===== src/sv/gsc_pkg.sv =====
// Shared types and codes of the slider gesture classifier.
`default_nettype none

package gsc_pkg;

  // Configuration register indexes
  localparam logic [7:0] CFG_SPEED_SCALE   = 8'd0;
  localparam logic [7:0] CFG_FLING_SPEED   = 8'd1;
  localparam logic [7:0] CFG_SLOW_NEEDED   = 8'd2;
  localparam logic [7:0] CFG_MOVE_MIN_DIST = 8'd3;

  // Configuration reset values
  localparam logic [15:0] RST_SPEED_SCALE   = 16'd1000;
  localparam logic [15:0] RST_FLING_SPEED   = 16'd100;
  localparam logic [7:0]  RST_SLOW_NEEDED   = 8'd3;
  localparam logic [15:0] RST_MOVE_MIN_DIST = 16'd2;

  typedef enum logic [1:0] {
    EV_DOWN  = 2'd0,
    EV_MOVE  = 2'd1,
    EV_FLING = 2'd2,
    EV_UP    = 2'd3
  } gsc_kind_t;

  typedef struct packed {
    gsc_kind_t   kind;
    logic        backward;
    logic [15:0] distance;
    logic        last_of_run;
  } gsc_event_t;

  // Status word of the speed comparison unit
  typedef struct packed {
    logic done;       // one-cycle pulse, flags below valid from then on
    logic fast_last;  // distance to anchor counts as fast
    logic fast_near;  // distance to previous sample counts as fast
  } gsc_fast_t;

  typedef enum logic [1:0] {
    ST_IDLE  = 2'd0,
    ST_CALC  = 2'd1,
    ST_WRITE = 2'd2
  } gsc_state_t;

endpackage

`default_nettype wire


===== src/sv/gsc_speed_cmp.sv =====
// Bit-serial speed comparison: scale*dist >= fling*elapsed for two distances.
`default_nettype none

module gsc_speed_cmp
  import gsc_pkg::*;
(
  input  wire logic        clk,
  input  wire logic        rst_n,
  input  wire logic        start,
  input  wire logic [15:0] scale,
  input  wire logic [15:0] fling,
  input  wire logic [15:0] dist_last,
  input  wire logic [15:0] dist_near,
  input  wire logic [31:0] elapsed,
  output gsc_fast_t        fast
);

  logic [15:0] scale_sr_r, scale_sr_nxt;
  logic [15:0] fling_sr_r, fling_sr_nxt;
  logic        fling_zero_r;
  logic [15:0] dl_r, dn_r;
  logic [31:0] el_r;
  logic [31:0] acc_l_r, acc_l_nxt;
  logic [31:0] acc_n_r, acc_n_nxt;
  logic [47:0] acc_e_r, acc_e_nxt;
  logic [3:0]  cnt_r;
  logic        busy_r;
  logic        cmp_r;
  gsc_fast_t   fast_r;
  logic        el_zero;

  // One multiplier bit per cycle, most significant first
  always_comb begin
    acc_l_nxt    = {acc_l_r[30:0], 1'b0} + (scale_sr_r[15] ? {16'd0, dl_r} : 32'd0);
    acc_n_nxt    = {acc_n_r[30:0], 1'b0} + (scale_sr_r[15] ? {16'd0, dn_r} : 32'd0);
    acc_e_nxt    = {acc_e_r[46:0], 1'b0} + (fling_sr_r[15] ? {16'd0, el_r} : 48'd0);
    scale_sr_nxt = {scale_sr_r[14:0], 1'b0};
    fling_sr_nxt = {fling_sr_r[14:0], 1'b0};
  end

  assign el_zero = (el_r == 32'd0);

  always_ff @(posedge clk) begin
    if (!rst_n) begin
      busy_r <= 1'b0;
      cmp_r  <= 1'b0;
      fast_r <= '0;
      cnt_r  <= '0;
    end else begin
      // pulse done in the cycle after the compare
      fast_r.done <= cmp_r && !start && !busy_r;
      if (start) begin
        busy_r <= 1'b1;
        cnt_r  <= '0;
      end else if (busy_r) begin
        cnt_r <= cnt_r + 4'd1;
        if (cnt_r == 4'd15) begin
          busy_r <= 1'b0;
          cmp_r  <= 1'b1;
        end
      end else if (cmp_r) begin
        cmp_r            <= 1'b0;
        // zero elapsed time means zero speed
        fast_r.fast_last <= el_zero ? fling_zero_r : ({16'd0, acc_l_r} >= acc_e_r);
        fast_r.fast_near <= el_zero ? fling_zero_r : ({16'd0, acc_n_r} >= acc_e_r);
      end
    end
  end

  always_ff @(posedge clk) begin
    if (start) begin
      scale_sr_r   <= scale;
      fling_sr_r   <= fling;
      fling_zero_r <= (fling == 16'd0);
      dl_r         <= dist_last;
      dn_r         <= dist_near;
      el_r         <= elapsed;
      acc_l_r      <= '0;
      acc_n_r      <= '0;
      acc_e_r      <= '0;
    end else if (busy_r) begin
      scale_sr_r <= scale_sr_nxt;
      fling_sr_r <= fling_sr_nxt;
      acc_l_r    <= acc_l_nxt;
      acc_n_r    <= acc_n_nxt;
      acc_e_r    <= acc_e_nxt;
    end
  end

  assign fast = fast_r;

endmodule

`default_nettype wire


===== src/sv/slider_gesture_classifier.sv =====
// Top level of the slider gesture classifier.
//
// Turns slider samples (press flag, signed position, 32-bit tick) into gesture
// events: down, move, fling and up, each with a direction flag, a distance from
// the anchor and a flag marking the last event of its sample. A sample yields
// zero, one or two events. Every sample runs through the speed test before
// its events are loaded into the output stage: the speed test multiplies
// scale by distance and fling threshold by elapsed ticks one multiplier bit per
// cycle in a serial unit, then compares, hands the result over and commits.
// The input opens again in the cycle after the commit, so the block takes no
// new sample before the last one has committed. The commit waits until the
// output stage is empty, so a stalled consumer delays the next sample; a new
// sample is accepted while earlier events still wait to be taken. Elapsed
// ticks wrap modulo 2^32 and a zero elapsed time counts as zero speed.
// Configuration writes are accepted in any cycle but are meant to be made only
// while the block is idle; unknown register indexes are ignored.
`default_nettype none

module slider_gesture_classifier
  import gsc_pkg::*;
(
  input  wire logic        clk,
  input  wire logic        rst_n,
  // sample input
  input  wire logic        in_valid,
  output logic             in_ready,
  input  wire logic        in_pressed,
  input  wire logic [15:0] in_position,
  input  wire logic [31:0] in_now_tick,
  // event output
  output logic             out_valid,
  input  wire logic        out_ready,
  output logic [1:0]       out_event_kind,
  output logic             out_backward,
  output logic [15:0]      out_distance,
  output logic             out_last_of_run,
  // configuration writes
  input  wire logic        cfg_valid,
  output logic             cfg_ready,
  input  wire logic [7:0]  cfg_index,
  input  wire logic [15:0] cfg_data
);

  // Configuration registers
  logic [15:0] speed_scale_r, fling_speed_r, move_min_r;
  logic [7:0]  slow_needed_r;

  // Gesture state
  logic        is_pressed_r, is_pressed_nxt;
  logic [15:0] anchor_r, anchor_nxt;
  logic [15:0] prev_r, prev_nxt;
  logic [8:0]  slow_cnt_r, slow_cnt_nxt;
  logic [31:0] start_tick_r, start_tick_nxt;

  // Sample held while the speed test runs
  logic        press_r;
  logic [15:0] pos_r;
  logic [31:0] now_r;
  logic [15:0] dist_last_r, dist_near_r;
  logic        back_r;

  // Output stage and the word queued behind it
  gsc_event_t out_r, out_nxt, pend_r, pend_nxt;
  logic       out_valid_r, out_valid_nxt, pend_valid_r, pend_valid_nxt;

  gsc_state_t state_r, state_nxt;
  logic       accept, commit;
  gsc_fast_t  fast;

  logic [16:0] diff_last, diff_near;
  logic [15:0] dist_last, dist_near;
  logic [31:0] elapsed;

  gsc_event_t ev0, ev1;
  logic [1:0] n_ev;
  logic       slow_hit;

  assign cfg_ready = 1'b1;

  always_ff @(posedge clk) begin
    if (!rst_n) begin
      speed_scale_r <= RST_SPEED_SCALE;
      fling_speed_r <= RST_FLING_SPEED;
      slow_needed_r <= RST_SLOW_NEEDED;
      move_min_r    <= RST_MOVE_MIN_DIST;
    end else if (cfg_valid && cfg_ready) begin
      case (cfg_index)
        CFG_SPEED_SCALE:   speed_scale_r <= cfg_data;
        CFG_FLING_SPEED:   fling_speed_r <= cfg_data;
        CFG_SLOW_NEEDED:   slow_needed_r <= cfg_data[7:0];
        CFG_MOVE_MIN_DIST: move_min_r    <= cfg_data;
        default: ;
      endcase
    end
  end

  // Distances measured at acceptance; a 17-bit difference never overflows
  assign diff_last = {in_position[15], in_position} - {anchor_r[15], anchor_r};
  assign diff_near = {in_position[15], in_position} - {prev_r[15], prev_r};
  assign dist_last = diff_last[16] ? 16'(-diff_last) : diff_last[15:0];
  assign dist_near = diff_near[16] ? 16'(-diff_near) : diff_near[15:0];
  assign elapsed   = in_now_tick - start_tick_r;

  gsc_speed_cmp u_speed (
    .clk       (clk),
    .rst_n     (rst_n),
    .start     (accept),
    .scale     (speed_scale_r),
    .fling     (fling_speed_r),
    .dist_last (dist_last),
    .dist_near (dist_near),
    .elapsed   (elapsed),
    .fast      (fast)
  );

  always_ff @(posedge clk) begin
    if (accept) begin
      press_r     <= in_pressed;
      pos_r       <= in_position;
      now_r       <= in_now_tick;
      dist_last_r <= dist_last;
      dist_near_r <= dist_near;
      back_r      <= diff_last[16];
    end
  end

  // Sequencer: next state
  always_comb begin
    state_nxt = state_r;
    case (state_r)
      ST_IDLE:  if (in_valid) state_nxt = ST_CALC;
      ST_CALC:  if (fast.done) state_nxt = ST_WRITE;
      ST_WRITE: if (!out_valid_r) state_nxt = ST_IDLE;
      default:  state_nxt = ST_IDLE;
    endcase
  end

  // Sequencer: outputs
  always_comb begin
    in_ready = 1'b0;
    commit   = 1'b0;
    case (state_r)
      ST_IDLE:  in_ready = 1'b1;
      ST_CALC:  ;
      ST_WRITE: commit = !out_valid_r;
      default:  ;
    endcase
  end

  assign accept = in_valid && in_ready;

  // Gesture decision, applied only when the sample commits
  always_comb begin
    is_pressed_nxt = is_pressed_r;
    anchor_nxt     = anchor_r;
    prev_nxt       = prev_r;
    slow_cnt_nxt   = slow_cnt_r;
    start_tick_nxt = start_tick_r;
    ev0            = '{kind: EV_UP, backward: 1'b0, distance: 16'd0, last_of_run: 1'b1};
    ev1            = ev0;
    n_ev           = 2'd0;
    slow_hit       = 1'b0;
    if (!press_r) begin
      if (is_pressed_r) begin
        // release: optional fling or move, then always up
        is_pressed_nxt = 1'b0;
        start_tick_nxt = now_r;
        if (fast.fast_last && (slow_cnt_r < {1'b0, slow_needed_r})) begin
          ev0  = '{kind: EV_FLING, backward: back_r,
                   distance: (dist_last_r == 16'd0) ? 16'd1 : dist_last_r,
                   last_of_run: 1'b0};
          n_ev = 2'd2;
        end else if (dist_last_r >= move_min_r) begin
          ev0  = '{kind: EV_MOVE, backward: back_r, distance: dist_last_r,
                   last_of_run: 1'b0};
          n_ev = 2'd2;
        end else begin
          n_ev = 2'd1;
        end
      end
    end else if (!is_pressed_r) begin
      // press: anchor here and report down
      is_pressed_nxt = 1'b1;
      anchor_nxt     = pos_r;
      prev_nxt       = pos_r;
      slow_cnt_nxt   = 9'd0;
      start_tick_nxt = now_r;
      ev0            = '{kind: EV_DOWN, backward: 1'b0, distance: 16'd0, last_of_run: 1'b1};
      n_ev           = 2'd1;
    end else begin
      prev_nxt = pos_r;
      if (!fast.fast_last || !fast.fast_near) begin
        // slow sample: count, saturating one past the threshold
        if (slow_cnt_r <= {1'b0, slow_needed_r}) slow_cnt_nxt = slow_cnt_r + 9'd1;
        slow_hit = (slow_cnt_nxt >= {1'b0, slow_needed_r});
        if (slow_hit && (dist_last_r >= move_min_r)) begin
          ev0        = '{kind: EV_MOVE, backward: back_r, distance: dist_last_r,
                         last_of_run: 1'b1};
          n_ev       = 2'd1;
          anchor_nxt = pos_r;
        end
      end else begin
        slow_cnt_nxt = 9'd0;
      end
    end
  end

  // Output stage: drain one word per handshake, refill on commit
  always_comb begin
    out_valid_nxt  = out_valid_r;
    out_nxt        = out_r;
    pend_valid_nxt = pend_valid_r;
    pend_nxt       = pend_r;
    if (out_valid_r && out_ready) begin
      if (pend_valid_r) begin
        out_nxt        = pend_r;
        pend_valid_nxt = 1'b0;
      end else begin
        out_valid_nxt = 1'b0;
      end
    end
    if (commit) begin
      if (n_ev != 2'd0) begin
        out_nxt       = ev0;
        out_valid_nxt = 1'b1;
      end
      if (n_ev == 2'd2) begin
        pend_nxt       = ev1;
        pend_valid_nxt = 1'b1;
      end
    end
  end

  always_ff @(posedge clk) begin
    if (!rst_n) begin
      state_r      <= ST_IDLE;
      out_valid_r  <= 1'b0;
      pend_valid_r <= 1'b0;
      is_pressed_r <= 1'b0;
      anchor_r     <= '0;
      prev_r       <= '0;
      slow_cnt_r   <= '0;
      start_tick_r <= '0;
    end else begin
      state_r      <= state_nxt;
      out_valid_r  <= out_valid_nxt;
      pend_valid_r <= pend_valid_nxt;
      if (commit) begin
        is_pressed_r <= is_pressed_nxt;
        anchor_r     <= anchor_nxt;
        prev_r       <= prev_nxt;
        slow_cnt_r   <= slow_cnt_nxt;
        start_tick_r <= start_tick_nxt;
      end
    end
  end

  always_ff @(posedge clk) begin
    out_r  <= out_nxt;
    pend_r <= pend_nxt;
  end

  assign out_valid       = out_valid_r;
  assign out_event_kind  = out_r.kind;
  assign out_backward    = out_r.backward;
  assign out_distance    = out_r.distance;
  assign out_last_of_run = out_r.last_of_run;

`ifndef NO_ASSERTIONS
  // The queued word only ever sits behind a full output stage
  a_pend_behind_out: assert property (@(posedge clk) disable iff (!rst_n)
    pend_valid_r |-> out_valid_r)
    else $error("queued word without output word");

  // A word that does not end its run always has its follower queued
  a_run_complete: assert property (@(posedge clk) disable iff (!rst_n)
    (out_valid_r && !out_r.last_of_run) |-> pend_valid_r)
    else $error("run cut short in output stage");

  // A release always leaves an up word as the newest entry
  a_release_up: assert property (@(posedge clk) disable iff (!rst_n)
    $fell(is_pressed_r) |->
      ((pend_valid_r && (pend_r.kind == EV_UP)) ||
       (!pend_valid_r && out_valid_r && (out_r.kind == EV_UP))))
    else $error("release without up word");

  // The speed unit reports only while a sample is being worked on
  a_done_in_calc: assert property (@(posedge clk) disable iff (!rst_n)
    fast.done |-> (state_r == ST_CALC))
    else $error("speed result outside calculation");
`endif

endmodule

`default_nettype wire

===== config.mk =====
export PLATFORM = sky130hd
export DESIGN_NAME = slider_gesture_classifier
export DESIGN_NICKNAME = d
export VERILOG_FILES = /design/src/sv/gsc_pkg.sv /design/src/sv/gsc_speed_cmp.sv /design/src/sv/slider_gesture_classifier.sv
export SDC_FILE = /design/constraint.sdc
export NUM_CORES = 1
export LEC_CHECK = 0
export ABC_CLOCK_PERIOD_IN_PS = 5920
export BUFFER_PORTS_ARGS = -buffer_cell sky130_fd_sc_hd__buf_4
export CORE_MARGIN = 1.5
export CORE_UTILIZATION = 42
export CTS_BUF_LIST = sky130_fd_sc_hd__clkbuf_16
export CTS_CLUSTER_SIZE = 28
export DETAILED_ROUTE_END_ITERATION = 10
export SKIP_LAST_GASP = 1
export SYNTH_ARGS = -nofsm -noshare
export SYNTH_HDL_FRONTEND = slang
export SYNTH_HIERARCHICAL = 1
export SYNTH_SLANG_ARGS = --single-unit

===== constraint.sdc =====
create_clock -name clk -period 5.92 [get_ports clk]
set_clock_uncertainty 0.05 [all_clocks]
set_input_delay 0.296 -clock clk [delete_from_list [all_inputs] [get_ports clk]]
set_output_delay 0.296 -clock clk [all_outputs]
set_load 0.05 [all_outputs]

==> results.yml, run 1 <==
outcome:
  outcome: "finished, final reports clean"
finish:
  post-route-cell-area_um2: 29800
  drive_above_1_share: 0.0897
  finish.cell_count_without_fillers: 3803
  nets: 3234
  post-route-util: 0.484
  insertedDiodeCount: 0
  areaGrowthSynthToFinish_pct: 14.2
job:
  drv.max_cap_violation_count: 0
setup_path:
  critical_path_peak_fanout: 19
  worst_path_slowest_cell: "or2_1"
  critical-path-top-cell-by-count: "a21o_1"
  critical_path.top_delay_family: "compound AO/OA/AOI/OAI gates"
  worst-setup-path-type: "register to register"
  crit_required_ns: 6.33
  worstPathArrival_ns: 5.10
  slowest_delay_ns: 0.63
  path_cells: "ha_1, a21o_1, a211o_1, o21ai_2, mux2_2, ha_1, a21o_1, a21o_1, a21o_1, a21oi_1, o21ai_1, a2111oi_4, nor3_2, or2_1, o21bai_1"
  worstSetupEndpointType: "register"
  critPathBufInv: 0
  cp-start-kind: "register"
drt:
  dr.max_layer_used: "met4"
  post_dr_vias_cell: 5.38
  met2_length_um: 30300
  route.detailed.wl_per_inst_um: 16.8
  drc: 0
  wirelength_met1_um: 29600
  drtIter0Drc: 922
  ant_nets: 0
  routed_wl_um: 63700
  drt_pass1_iterations: 5
  wl_met3_um: 2010
  route.vias.total: 20500
sta:
  worst_slew_pin_slew_ns: 1.24
  period_share: 0.793
  tns_ns: 0
  setup_repair_after_global_routing_missed_its_margin: "false"
  final-max-slew-violation-count: 0
  final-setup-viol-count: 0
  relSlewSlack: 0.173
  fin_crit_ns: 4.69
  finalHoldViolations: 0
  fmax_mhz: 213
synth:
  synth_area_leaders: "dfxtp_1 21%, edfxtp_1 19%, ha_1 11%"
  synth_enable_flop_cells: 163
  ys_ff_latch: 438
  synth.avg_cell_area_um2: 9.34
  ys_warn_count: 6
  synth_top_area_cell: "dfxtp_1"
  synth_nets: 3103
  synth_largest_type_area_fraction: 0.211
  synthesis.instances: 2795
  async_flop_share: 0
  yosysSeqAreaShare: 0.398
  dominantRegCellSynth: "dfxtp_1"
  syn_area_um2: 26100
  synth_unique_cells: 100
clocking:
  path_clk_slew_ns: 0.07
  clock_tree.htree_level_count: 2
  root_buffer_cell: "clkbuf_16"
  worstSkewPairLatency_ns: 0.59
  clock_sinks: 438
  clockBufferDepth: 3
  tritoncts_clock_tree: "done"
  cts_made_buffers: 49
power:
  vdd_drop_max_uv: 178
  net-switching-power_mw: 2.28
  power_density_nw_per_um2: 269
  seqPwrFrac: 0.438
  power_report.internal_total_mw: 5.75
  power.total_mw: 8.03
  power.static_leakage_nw: 11.6
  combinationalPowerShare: 0.189
  sw_frac_of_total: 0.284
  relative_contribution_of_the_clock_network_to_total_power: 0.372
place:
  portBuffers: 99
  dpl.cell_count: 3645
  gpl.final_weighted_congestion: 0.880
  dp_wirelength_um: 46400
  postPlaceCellArea_um2: 27600
grt:
  grt_antenna_before_repair: 0
  grt_pass1_vias: 20200
  grt_max_degree: 81
  groute.usage.overall: 0.199
  global_route.overflow_total: 0
  grt_pass1_wl_um: 103000
floorplan:
  placementRows: 91
  core_area_um2: 61600
  die_width_um: 252
  floorplan.die.height_um: 252
  total_die_area_um2: 63600
  floorplan.initialDensity: 0.424
  io_pins: 101
worst_hold_path:
  min_path_type: "input port to register"
==> stage by stage <==
step	worst slack, ns	hold slack (ns)
floorplan	0.956	0.345
global placement	1.36	0.392
detailed placement	1.24	0.400
CTS	1.19	0.146
global route	0.967	0.177
finish	1.23	0.175
==> worst register-to-register path: stages (launching register included) <==
cell	delay [ns]
dfxtp_1	0.42
ha_1	0.29
a21o_1	0.16
a211o_1	0.33
o21ai_2	0.31
mux2_2	0.40
ha_1	0.28
a21o_1	0.15
a21o_1	0.17
a21o_1	0.17
a21oi_1	0.18
o21ai_1	0.15
a2111oi_4	0.43
nor3_2	0.11
or2_1	0.63
o21bai_1	0.33
==> layer usage <==
metal / global-route usage / up-vias
met5: 0 / -
met4: 0.0645 / 0
met3: 0.0273 / 94
met2: 0.342 / 302
met1: 0.258 / 9782
li1: - / 10300
==> what timing repair did <==
action | in CTS | in global routing
hold endpoints to repair | 107 | 0
endpoints found under the setup margin | 0 | 0
setup buffers | 0 | 0
hold buffers | 67 | 0
gates resized for setup | 0 | 0
==> registers in the layout, indices dropped and copies added (netlist names), 4 cells and up <==
| signal | flops |
|---|---|
| anchor_r | 16 |
| dist_last_r | 16 |
| fling_speed_r | 16 |
| move_min_r | 16 |
| now_r | 32 |
| out_distance | 16 |
| pos_r | 16 |
| prev_r | 16 |
| slow_cnt_r | 9 |
| slow_needed_r | 8 |
| speed_scale_r | 16 |
| start_tick_r | 32 |
| u_speed/acc_e_r | 48 |
| u_speed/acc_l_r | 32 |
| u_speed/acc_n_r | 32 |
| u_speed/cnt_r | 4 |
| u_speed/dl_r | 16 |
| u_speed/dn_r | 16 |
| u_speed/el_r | 32 |
| u_speed/fling_sr_r | 16 |
| u_speed/scale_sr_r | 16 |
==> Yosys cell counts, types with 6 or more instances <==
master     count
nor3b_1        8
ha_1         224
mux2i_1      105
o21bai_1      16
or3_1         27
and4_1        11
buf_6          6
mux2_2        34
xnor2_1      115
or2_2          8
a311oi_1      18
o31ai_1        7
o21a_1        34
a211o_1        6
nor2b_1       68
o21ai_1       31
inv_1        180
nand2b_1      26
nor3_1        43
o22ai_1       17
a22o_1        18
a21oi_1      137
xor2_1        32
o211ai_1      10
o2111ai_1      6
a21boi_0      59
a31oi_1       18
nor2_1       181
nand4_1       34
a21o_1        70
dfxtp_1      275
o21ai_0       94
nand2_1      297
and3_1        22
fa_1           6
nor4_1        30
nand3_1       53
a211oi_1      31
and2_1        72
clkbuf_1      81
a22oi_1        6
edfxtp_1     163
==> cell type report <==
class | instances | area [um^2]
clock buffers | 50 | 1250
clock inverters | 41 | 317
fillers | 5763 | 31800
inverters | 183 | 687
multi-input cells | 2074 | 14600
flip-flops and latches | 438 | 10400
well taps | 837 | 1050
repair buffers | 180 | 1520
==> worst paths after layout <==
| path | slack [ns] | to | cells past startpoint | start |
|---|---|---|---|---|
| worst max-delay path | 1.23 | out_last_of_run$_DFF_P_ | 15 | slow_cnt_r[6]$_SDFFE_PN0P_ |
| worst min-delay path | 0.18 | speed_scale_r[6]$_SDFFE_PN1P_ | 2 | rst_n |
| worst max register to register | 1.23 | out_last_of_run$_DFF_P_ | 15 | slow_cnt_r[6]$_SDFFE_PN0P_ |
| worst min register to register | 0.41 | anchor_r[2]$_SDFFE_PN0P_ | 2 | anchor_r[2]$_SDFFE_PN0P_ |
==> power groups by stage <==
stage	sequential [mW]	combinational [mW]	clock, mW
floorplan	3.51	1.13	0
global placement	3.58	1.44	0
detailed placement	3.59	1.48	0
CTS	3.52	1.53	3.09
global route	3.55	1.71	3.20
finish	3.52	1.52	2.99
==> layout by cell type (no fill, tap or decap), drive strengths merged, types with 35 or more instances in the layout <==
master	count
a21boi	62
a21o	70
a21oi	139
and2	74
buf	113
clkbuf	50
dfxtp	275
dlygate4sd3	67
edfxtp	163
ha	224
inv	193
mux2	35
mux2i	105
nand2	297
nand3	54
nand4	35
nor2	183
nor2b	69
nor3	47
o21ai	127
xnor2	115
==> logic make-up (layout without fill, tap and decap cells) <==
family | Yosys count | count (layout) | synth area share
simple gates | 919 | 919 | 0.176
flops | 438 | 438 | 0.398
mux | 140 | 140 | 0.0554
other cells | 1 | 1 | 0.000144
compound gates | 637 | 637 | 0.166
buf+inv | 283 | 454 | 0.0431
xor+xnor | 147 | 147 | 0.0493
fa+ha+maj | 230 | 230 | 0.112
Power figures use the tool's default switching activity.
==> inputs of run 2 (changes only) <==
ABC_CLOCK_PERIOD_IN_PS = 4000   (was 5920)
clock period = 4 ns   (was 5.92 ns; I/O delays follow)
==> run 2 against run 1 <==
- via count up 1.2%
- first-iteration DRC count up 30%
- maximum frequency up 21%
- critical path depth up 2
- final area up 2.1%
- core utilization up 1.0 points
- count of clock-buffer cells in the layout up 7
- clock power up 59%
- combinational power up 49%
- largest cell class unchanged
- highest routed layer unchanged
==> results.yml, run 2 (synthesis results as in run 1) <==
floorplan:
  io_pins: 101
  core_area_um2: 61600
  floorplan.die.height_um: 252
  placementRows: 91
  floorplan.initialDensity: 0.424
  total_die_area_um2: 63600
  die_width_um: 252
grt:
  grt_antenna_before_repair: 1
  grt_pass1_wl_um: 102000
  global_route.overflow_total: 0
  grt_pass1_vias: 19800
  grt_max_degree: 90
  groute.usage.overall: 0.195
place:
  dp_worst_setup_slack_ns: -0.134
  dp_wirelength_um: 46100
  gpl.final_weighted_congestion: 0.870
  portBuffers: 99
drt:
  routed_wl_um: 63700
  drt_pass1_iterations: 5
  route.detailed.wl_per_inst_um: 16.6
  post_dr_vias_cell: 5.39
  drtIter0Drc: 1202
  route.vias.total: 20700
  drc: 0
  ant_nets: 0
sta:
  worst_slack_ns: 0.113
  fmax_mhz: 257
  final-setup-viol-count: 0
  fin_crit_ns: 3.89
  finalHoldViolations: 0
  final-max-slew-violation-count: 0
  worst_slew_pin_slew_ns: 0.994
  relSlewSlack: 0.335
  period_share: 0.972
outcome:
  outcome: "finished, final reports clean"
worst_hold_path:
  whs_endpoint: "speed_scale_r[7]$_SDFFE_PN1P_"
  min_path_type: "input port to register"
  hold_depth: 2
  worst_min_delay_path_startpoint: "rst_n"
power:
  vdd_drop_max_uv: 290
  net-switching-power_mw: 3.39
  power.static_leakage_nw: 11.9
  sw_frac_of_total: 0.278
  relative_contribution_of_the_clock_network_to_total_power: 0.388
  combinationalPowerShare: 0.186
  seqPwrFrac: 0.426
  power_report.internal_total_mw: 8.82
  power_density_nw_per_um2: 401
job:
  drv.max_cap_violation_count: 0
clocking:
  clock_tree.htree_level_count: 2
  cts_made_buffers: 50
  clockBufferDepth: 3
  tritoncts_clock_tree: "done"
  clock_sinks: 438
  worstSkewPairLatency_ns: 0.60
  path_clk_slew_ns: 0.06
  root_buffer_cell: "clkbuf_16"
finish:
  mostFrequentLayoutCells: "297 x nand2_1, 269 x dfxtp_1, 222 x ha_1"
  drive_above_1_share: 0.109
  largest_register_ffs: 48
  areaGrowthSynthToFinish_pct: 16.6
  post-route-util: 0.494
  insertedDiodeCount: 0
  nets: 3272
  mostFrequentLayoutCell: "nand2_1"
  registers.top_by_ff_count: "u_speed/acc_e_r"
setup_path:
  reg2reg_slack_ns: 0.11
  worst-setup-path-type: "register to register"
  reg2reg_depth: 17
  cp-start-kind: "register"
  worst_r2r_start: "slow_needed_r[5]$_SDFFE_PN0P_"
  crit_required_ns: 4.44
  critical_path_peak_fanout: 8
  worstSetupEndpointType: "register"
  worstReg2RegEnd: "anchor_r[14]$_SDFFE_PN0P_"
  worstPathArrival_ns: 4.32
run 2: changes by cell type in the layout (fill, tap and decap cells not counted), sizes merged:
cell and change:
buf +34, clkinv -7, inv +3, clkbuf +10
run 2: area by class of cell:
cell class	count	area (um^2)
Sequential cell	438	10400
Clock buffer	57	1430
Tap cell	837	1050
Multi-Input combinational cell	2074	14700
Inverter	183	687
Fill cell	5688	31200
Timing Repair Buffer	217	1880
Clock inverter	37	314
run 2: metrics by stage:
step	hold WS [ns]	cell area [um^2]	total power, mW	setup TNS (ns)	cells
4_1_cts	0.0222	30300	12.4	0	3839
6_report	0.0532	30400	12.2	0	3843
2_1_floorplan	0.249	26100	6.86	0	2795
5_1_grt	0.0500	30400	12.8	-0.104	3843
3_3_place_gp	0.331	27900	7.43	-2.23	3678
3_5_place_dp	0.331	27900	7.49	-3.35	3678
run 2: power by group through the flow:
stage | clock [mW] | sequential, mW | combinational (mW)
3_5_place_dp | 0 | 5.30 | 2.19
2_1_floorplan | 0 | 5.19 | 1.67
4_1_cts | 4.89 | 5.21 | 2.27
5_1_grt | 5.05 | 5.24 | 2.53
3_3_place_gp | 0 | 5.29 | 2.13
6_report | 4.74 | 5.20 | 2.27
run 2: critical path, stage by stage, from the launching register on:
cell       delay (ns)
dfxtp_2          0.33
inv_1            0.06
ha_1             0.29
and4b_1          0.23
a21boi_2         0.18
o21ai_4          0.20
mux2_4           0.33
ha_1             0.27
a21o_1           0.16
a21o_1           0.17
a21o_1           0.18
a21oi_2          0.14
o21ai_2          0.08
a2111oi_4        0.41
nor3_2           0.09
or2_4            0.30
clkbuf_16        0.19
mux2i_1          0.12
run 2: what timing repair did:
| action | 4_1_cts | 5_1_grt |
|---|---|---|
| pin swaps | 4 | 11 |
| buffers inserted | 0 | 2 |
| setup endpoints to repair | 34 | 38 |
| hold buffers | 67 | 0 |
| endpoints found under the hold margin | 108 | 0 |
| resized for setup | 4 | 14 |
| gates cloned | 0 | 2 |
run 2: worst max-delay path by stage:
stage                                        startpoint                        end  cells after the start
after floorplan           slow_needed_r[6]$_SDFFE_PN0P_       out_valid$_SDFF_PN0_                     18
after global placement    slow_needed_r[6]$_SDFFE_PN0P_   out_distance[14]$_DFF_P_                     16
after detailed placement  slow_needed_r[6]$_SDFFE_PN0P_   out_distance[14]$_DFF_P_                     16
after CTS                 slow_needed_r[6]$_SDFFE_PN0P_   anchor_r[8]$_SDFFE_PN0P_                     17
after global routing      slow_needed_r[2]$_SDFFE_PN0P_       out_valid$_SDFF_PN0_                     18
final                     slow_needed_r[5]$_SDFFE_PN0P_  anchor_r[14]$_SDFFE_PN0P_                     17
run 2: layer usage:
| layer | track usage | up-vias | share of wire |
|---|---|---|---|
| li1 | - | 10400 | - |
| met1 | 0.258 | 9893 | 0.47 |
| met5 | 0 | - | 0 |
| met2 | 0.331 | 360 | 0.47 |
| met3 | 0.0262 | 85 | 0.035 |
| met4 | 0.0587 | 0 | 0.025 |
